File: src/rtl/core/mmr_pkg.sv
`timescale 1ns / 1ps
// ----------------------------------------------------------------------------
// mmr_pkg
// Shared types and constants for the MIDI message receiver.
// ----------------------------------------------------------------------------
package mmr_pkg;

    // Kind of message in progress
    typedef enum logic [1:0] {
        KIND_NONE  = 2'd0,
        KIND_PC    = 2'd1,
        KIND_CC    = 2'd2,
        KIND_SYSEX = 2'd3
    } t_kind;

    // Completed event reported with each result item
    typedef enum logic [2:0] {
        EV_NONE     = 3'd0,
        EV_PC       = 3'd1,
        EV_CC       = 3'd2,
        EV_SYSEX    = 3'd3,
        EV_SENSE    = 3'd4,
        EV_OVERFLOW = 3'd5
    } t_event;

    localparam logic [7:0] STATUS_BIT   = 8'h80;
    localparam logic [7:0] HI_NIBBLE    = 8'hF0;
    localparam logic [7:0] LO_NIBBLE    = 8'h0F;
    localparam logic [7:0] SYSEX_START  = 8'hF0;
    localparam logic [7:0] SYSEX_STOP   = 8'hF7;
    localparam logic [7:0] SENSE_CODE   = 8'hFE;
    localparam logic [7:0] PROG_CHG_HI  = 8'hC0;
    localparam logic [7:0] CTRL_CHG_HI  = 8'hB0;

    // Message state apart from the byte count
    typedef struct packed {
        t_kind      kind;
        logic [7:0] status_byte;
        logic [7:0] held_data;
    } t_msg_state;

    // One result item
    typedef struct packed {
        t_event     event_res;
        logic [3:0] channel;
        logic [7:0] first_data;
        logic [7:0] second_data;
        logic [8:0] sysex_length;
        logic       store_valid;
        logic [7:0] store_index;
        logic [7:0] store_byte;
    } t_result;

endpackage

File: src/rtl/core/mmr_decode.sv
`timescale 1ns / 1ps
// ----------------------------------------------------------------------------
// mmr_decode
// Per-byte message decode: next message state and the result item.
// ----------------------------------------------------------------------------
module mmr_decode
    import mmr_pkg::*;
#(
    parameter int BUFFER_DEPTH = 256,
    parameter int CW           = $clog2(BUFFER_DEPTH + 1)
) (
    input  logic [7:0]    i_byte,
    input  t_msg_state    i_state,
    input  logic [CW-1:0] i_count,
    output t_msg_state    o_state,
    output logic [CW-1:0] o_count,
    output t_result       o_result
);

    localparam int EW = (CW > 9) ? CW : 9;
    localparam logic [CW-1:0] DEPTH = CW'(BUFFER_DEPTH);

    logic          is_status;
    logic [7:0]    hi;
    logic [CW-1:0] cnt_inc;
    logic [EW-1:0] cnt_ext;
    logic [EW-1:0] inc_ext;

    assign is_status = (i_byte & STATUS_BIT) != 8'h00;
    assign hi        = i_byte & HI_NIBBLE;
    assign cnt_inc   = i_count + 1'b1;
    assign cnt_ext   = EW'(i_count);
    assign inc_ext   = EW'(cnt_inc);

    always_comb begin
        o_state  = i_state;
        o_count  = i_count;
        o_result = '0;
        o_result.event_res = EV_NONE;

        if (i_state.kind == KIND_NONE) begin
            if (is_status) begin
                if (hi == PROG_CHG_HI || hi == CTRL_CHG_HI) begin
                    o_state.kind        = (hi == PROG_CHG_HI) ? KIND_PC : KIND_CC;
                    o_state.status_byte = i_byte;
                    o_count             = CW'(1);
                    o_result.store_valid = 1'b1;
                    o_result.store_byte  = i_byte;
                end else if (i_byte == SYSEX_START) begin
                    o_state.kind        = KIND_SYSEX;
                    o_state.status_byte = i_byte;
                    o_count             = CW'(1);
                    o_result.store_valid = 1'b1;
                    o_result.store_byte  = i_byte;
                end else if (i_byte == SENSE_CODE) begin
                    o_state.status_byte  = i_byte;
                    o_result.event_res   = EV_SENSE;
                    o_result.store_valid = 1'b1;
                    o_result.store_byte  = i_byte;
                end
            end
        end else if (is_status && i_byte != SYSEX_STOP) begin
            // abort, drop the byte
            o_state.kind = KIND_NONE;
            o_count      = '0;
        end else if (i_state.kind == KIND_SYSEX) begin
            if (i_count >= DEPTH) begin
                o_result.event_res    = EV_OVERFLOW;
                o_result.sysex_length = cnt_ext[8:0];
                o_state.kind          = KIND_NONE;
                o_count               = '0;
            end else begin
                o_result.store_valid = 1'b1;
                o_result.store_index = cnt_ext[7:0];
                o_result.store_byte  = i_byte;
                o_count              = cnt_inc;
                if (i_byte == SYSEX_STOP) begin
                    o_result.event_res    = EV_SYSEX;
                    o_result.sysex_length = inc_ext[8:0];
                    o_state.kind          = KIND_NONE;
                    o_count               = '0;
                end
            end
        end else begin
            o_result.store_valid = 1'b1;
            o_result.store_index = cnt_ext[7:0];
            o_result.store_byte  = i_byte;
            if (i_state.kind == KIND_PC) begin
                o_result.event_res  = EV_PC;
                o_result.channel    = 4'(i_state.status_byte & LO_NIBBLE);
                o_result.first_data = i_byte;
                o_state.kind        = KIND_NONE;
                o_count             = '0;
            end else if (i_count == CW'(1)) begin
                o_state.held_data = i_byte;
                o_count           = CW'(2);
            end else begin
                o_result.event_res   = EV_CC;
                o_result.channel     = 4'(i_state.status_byte & LO_NIBBLE);
                o_result.first_data  = i_state.held_data;
                o_result.second_data = i_byte;
                o_state.kind         = KIND_NONE;
                o_count              = '0;
            end
        end
    end

endmodule

File: src/rtl/core/midi_message_receiver.sv
`timescale 1ns / 1ps
// ----------------------------------------------------------------------------
// midi_message_receiver
// Parses a MIDI byte stream into program change, control change, sysex,
// sysex overflow and active sense events; every stored byte is reported with its buffer index.
// ----------------------------------------------------------------------------
//  Channel   Direction  Handshake                  Payload
//  rx        in         i_rx_valid / o_rx_ready    i_rx_byte
//  res       out        o_res_valid / i_res_ready  o_event_res .. o_store_byte
//
//  One result item per byte, one byte per cycle sustained while the result side is ready.
//  A byte passes through the input register, decode and the result register.
//  The message state updates as a byte moves from input to result register.
//  A stalled result holds; the input register still takes one more byte.
//  Reset (synchronous, active low) empties both registers and goes idle.
// ----------------------------------------------------------------------------
module midi_message_receiver
    import mmr_pkg::*;
#(
    parameter int BUFFER_DEPTH = 256
) (
    input  logic       i_clk,
    input  logic       i_rst_n,
    input  logic       i_rx_valid,
    output logic       o_rx_ready,
    input  logic [7:0] i_rx_byte,
    output logic       o_res_valid,
    input  logic       i_res_ready,
    output logic [2:0] o_event_res,
    output logic [3:0] o_channel,
    output logic [7:0] o_first_data,
    output logic [7:0] o_second_data,
    output logic [8:0] o_sysex_length,
    output logic       o_store_valid,
    output logic [7:0] o_store_index,
    output logic [7:0] o_store_byte
);

    localparam int CW = $clog2(BUFFER_DEPTH + 1);

    logic          r_in_vld;
    logic [7:0]    r_in_byte;
    logic          r_out_vld;
    t_result       r_res;
    t_msg_state    r_state;
    logic [CW-1:0] r_count;

    t_msg_state    n_state;
    logic [CW-1:0] n_count;
    t_result       n_res;
    logic          advance;

    assign advance    = r_in_vld && (!r_out_vld || i_res_ready);
    assign o_rx_ready = !r_in_vld || advance;

    mmr_decode #(
        .BUFFER_DEPTH(BUFFER_DEPTH),
        .CW          (CW)
    ) u_decode (
        .i_byte  (r_in_byte),
        .i_state (r_state),
        .i_count (r_count),
        .o_state (n_state),
        .o_count (n_count),
        .o_result(n_res)
    );

    always_ff @(posedge i_clk) begin
        if (!i_rst_n) begin
            r_in_vld  <= 1'b0;
            r_out_vld <= 1'b0;
            r_state   <= '{kind: KIND_NONE, status_byte: 8'h00, held_data: 8'h00};
            r_count   <= '0;
        end else begin
            if (o_rx_ready) begin
                r_in_vld <= i_rx_valid;
            end
            if (advance) begin
                r_out_vld <= 1'b1;
                r_state   <= n_state;
                r_count   <= n_count;
            end else if (i_res_ready) begin
                r_out_vld <= 1'b0;
            end
        end
    end

    always_ff @(posedge i_clk) begin
        if (o_rx_ready && i_rx_valid) begin
            r_in_byte <= i_rx_byte;
        end
        if (advance) begin
            r_res <= n_res;
        end
    end

    assign o_res_valid    = r_out_vld;
    assign o_event_res    = r_res.event_res;
    assign o_channel      = r_res.channel;
    assign o_first_data   = r_res.first_data;
    assign o_second_data  = r_res.second_data;
    assign o_sysex_length = r_res.sysex_length;
    assign o_store_valid  = r_res.store_valid;
    assign o_store_index  = r_res.store_index;
    assign o_store_byte   = r_res.store_byte;

    // idle means nothing counted
    a_idle_count: assert property (@(posedge i_clk) disable iff (!i_rst_n)
        r_state.kind == KIND_NONE |-> r_count == '0)
        else $error("count not clear while idle");

    a_count_bound: assert property (@(posedge i_clk) disable iff (!i_rst_n)
        r_count <= CW'(BUFFER_DEPTH))
        else $error("count beyond buffer depth");

    a_short_count: assert property (@(posedge i_clk) disable iff (!i_rst_n)
        (r_state.kind == KIND_PC |-> r_count == CW'(1)) and
        (r_state.kind == KIND_CC |-> (r_count == CW'(1) || r_count == CW'(2))))
        else $error("program or control change count out of range");

    a_event_stored: assert property (@(posedge i_clk) disable iff (!i_rst_n)
        o_res_valid && (r_res.event_res == EV_PC || r_res.event_res == EV_CC ||
                        r_res.event_res == EV_SYSEX || r_res.event_res == EV_SENSE)
        |-> o_store_valid)
        else $error("completing byte not stored");

    a_overflow_unstored: assert property (@(posedge i_clk) disable iff (!i_rst_n)
        o_res_valid && r_res.event_res == EV_OVERFLOW |-> !o_store_valid)
        else $error("overflow byte stored");

endmodule

File: config.mk
export PLATFORM = sky130hd
export DESIGN_NAME = midi_message_receiver
export DESIGN_NICKNAME = d
export VERILOG_FILES = /design/src/rtl/core/mmr_pkg.sv /design/src/rtl/core/mmr_decode.sv /design/src/rtl/core/midi_message_receiver.sv
export SDC_FILE = /design/constraint.sdc
export NUM_CORES = 1
export LEC_CHECK = 0
export BUFFER_PORTS_ARGS = -buffer_cell sky130_fd_sc_hd__buf_4
export CAP_MARGIN = 0
export CORE_UTILIZATION = 60
export DETAILED_ROUTE_END_ITERATION = 8
export HOLD_SLACK_MARGIN = 0.15
export PLACE_DENSITY_LB_ADDON = 0.25
export SETUP_SLACK_MARGIN = 0.5
export SLEW_MARGIN = 20
export SYNTH_ARGS = -nofsm -noshare
export SYNTH_HDL_FRONTEND = slang
export SYNTH_SLANG_ARGS = --single-unit
File: constraint.sdc
create_clock -name i_clk -period 6.29 [get_ports i_clk]
set_input_delay 0.9435 -clock i_clk [delete_from_list [all_inputs] [get_ports i_clk]]
set_output_delay 0.9435 -clock i_clk [all_outputs]
set_load 0.01 [all_outputs]
==> metrics.md <==
| Metric | Value |
|---|---|
| Status | completed |
| CTS Hold Buffers Added | 0 |
| CP Class | primary input to primary output |
| Final critical-path required period | approximately 2.4 ns |
| RSZ-0062 raised after global routing | no |
| Area Growth Syn to Fin | 18.0% |
| Crit path launch type | primary input |
| CTS resizes | 0 |
| Power density over the cells | about 240 nW/um2 |
| Congestion Overflow GR | 0 |
| Clk buf depth | 2 |
| Syn Area/Cell | 11.3 um2 |
| Number of antenna violations at the first check in global routing | 0 |
| Die area | approximately 6600 um2 |
| DIE WIDTH | about 80 um |
| Final hold vios | 0 |
| Fmax | about 410 MHz |
| Share of cells above drive strength 1 | roughly 24% |
| Starting DRT DRC Count | 402 |
| Critical Path, Cell by Cell | buf_4 -> nor2b_1 -> nand2_1 -> buf_4 |
| Residual DRC | 0 |
| Peak per-stage delay on the critical path | 0.18 ns |
| Crit-path max FO | 3 |
| DP HPWL | 5330 um |
| Drt pass-1 iters | 5 |
| Pins Over Slew Limit | 0 |
| Post-route ant nets | 0 |
| Skew-Pair Late Insertion Delay | approximately 0.35 ns |
| IO Count | 63 |
| WHS | about 0.46 ns |
| Die Ht | between 80 and 90 um |
| Seq cells post-synth | between 80 and 90 |
| Synth top area share | around 46% |
| Clock Root Buffer | clkbuf_8 |
| CTS sink cnt | 82 |
| Synth Instances | 330 |
| Syn. warnings | 0 |
| Starting density of the core | a little over three fifths |
| Post-synth ARST share | 0% |
| Worst ir drop on vdd | ~0.18 mV |
| Via-to-Cell Ratio | 6.14 |
| Least-Margin Pin Slew | between 0.7 and 0.8 ns |
| Clock edge transition at the registers on the reported setup and hold paths | around 0.08 ns |
| CP max-delay cell | nor2b_1 |
| Final WL | between 7000 and 8000 um |
| Ant. Diodes | 0 |
| Post-synth EDFFs | between 50 and 60 |
| Post-CTS setup buffer count | 0 |
| Crit. End Element | primary output |
| Yosys cell types | 56 |
| TNS Setup | 0 ns |
| Top area cells in the synthesized netlist | edfxtp_1 (46%), dfxtp_1 (13%), nand2_1 (3.8%) |
| CP dominant cell by count | buf_4 |
| Slew HR | between 40 and 50% |
| Average routed wire per standard cell | between 15 and 20 um |
| Required time of the worst setup path | 5.35 ns |
| Vias in the first global route | between 2k and 2.5k |
| Via count | 2,835 |
| Fin nets | between 300 and 400 |
| Core Box Area | between 5000 and 6000 um2 |
| GR Util All Layers | ~25% |
| Cell Area, Synth | between 3000 and 4000 um2 |
| Largest net degree at the start of global routing | roughly 50 |
| # setup viols final | 0 |
| Leakage | 1.58 nW |
| CTS tree | built |
| First-pass GRT wire length | 12,100 um |
| Area leader, netlist | edfxtp_1 |
| # H-tree levels | 3 |
| Num CTS Buffers | 9 |
| Final period utilization | approximately 40% |
| Worst Skew | 0.00757 ns |
| Syn Nets | roughly 350 |
| Row count | 28 |
| GP Congestion | 0.879 |
| Sequential cell area fraction in the yosys report | about three fifths |
| Port Buf Inserts | between 60 and 70 |
| Hold crit path type | flip-flop to flip-flop |
| Critical Path AT | roughly 1.5 ns |
| Max Cap Viol | 0 |
| Ys flop type | edfxtp_1 |
## stage by stage
step	power, mW	instance area [um2]	cells	worst slack, ns	util (%)
global placement	0.684	4210	446	3.89	70.6
detailed placement	0.686	4210	446	3.84	70.6
finish	1.06	4420	462	3.84	74.1
global route	1.09	4420	462	3.74	74.1
floorplan	0.652	3740	330	3.28	-
CTS	1.06	4420	462	3.83	74.1
## synth_stat cells, types with 9 or more instances
| master | instances |
|---|---|
| nor2_1 | 20 |
| nand3_1 | 12 |
| and3_1 | 11 |
| nand2_1 | 38 |
| inv_1 | 12 |
| a22oi_1 | 12 |
| dfxtp_1 | 25 |
| clkbuf_1 | 13 |
| a211oi_1 | 9 |
| edfxtp_1 | 57 |
| mux2i_1 | 13 |
## power breakdown
| group | leakage, nW | internal [mW] | switching, mW |
|---|---|---|---|
| logic | 0.726 | 0.0295 | 0.0374 |
| registers | 0.750 | 0.593 | 0.0140 |
| clock network | 0.104 | 0.201 | 0.180 |
## metal layers
layer / up-vias / track usage, % / wire (um)
li1: 1342 / - / -
met1: 1328 / 36.2 / 3330
met2: 149 / 37.0 / 3510
met3: 16 / 4.38 / 657
met4: 0 / 10.7 / 165
met5: - / 0 / 0
## worst max-delay path, delay by kind of cell
kind          cells  cell delay (ns)
buf+inv           2             0.27
simple gates      2             0.28
## cells by family (layout without fill, tap and decap cells)
group,count (synthesis),after routing,synth area share (%)
mux,14,14,3.78
compound gates,69,69,13.4
flops,82,82,59.1
fa+ha+maj,3,3,1.00
simple gates,127,127,18.5
buf+inv,35,92,4.18
## flip-flops by register name, summed over array words and instances (netlist names), 8 cells and up
name / count
o_store_index: 8
o_store_byte: 8
r_state: 14
o_sysex_length: 9
r_count: 9
r_in_byte: 8
o_second_data: 8
o_first_data: 8
## placed cells by master (no fill, tap or decap), drive strengths merged, types with 4 or more instances in the layout
master  synthesis  layout
edfxtp         57      57
mux2i          13      13
nand3          12      12
a211oi          9       9
o21ai           9       9
nor2b           4       4
and2            7       7
a21oi           8       8
o21a            4       4
nand3b          4       4
clkbuf         13      14
a21boi          4       4
nand4           4       4
inv            12      11
a22oi          12      12
nor2           20      20
dfxtp          25      25
or3             6       6
and3           11      11
buf            10      64
nand2          38      38
## area by class of cell
| class | count | area, um2 |
|---|---|---|
| clock buffers | 14 | 194 |
| clock inverters | 2 | 16.3 |
| fillers | 419 | 1540 |
| inverters | 12 | 45.0 |
| multi-input cells | 213 | 1370 |
| flip-flops and latches | 82 | 2210 |
| well taps | 75 | 93.8 |
| repair buffers | 64 | 480 |
## path summary, 6_finish.rpt
path | from | to | slack, ns | cells past startpoint
hold reg to reg | r_state[6] | r_state[6] | 0.46 | 2
setup reg to reg | r_in_byte[7] | o_sysex_length[3] | 3.95 | 4
setup / recovery | i_res_ready | o_rx_ready | 3.84 | 4
hold / removal | r_state[6] | r_state[6] | 0.46 | 2
Note: power is estimated with default switching activity, not from simulation.
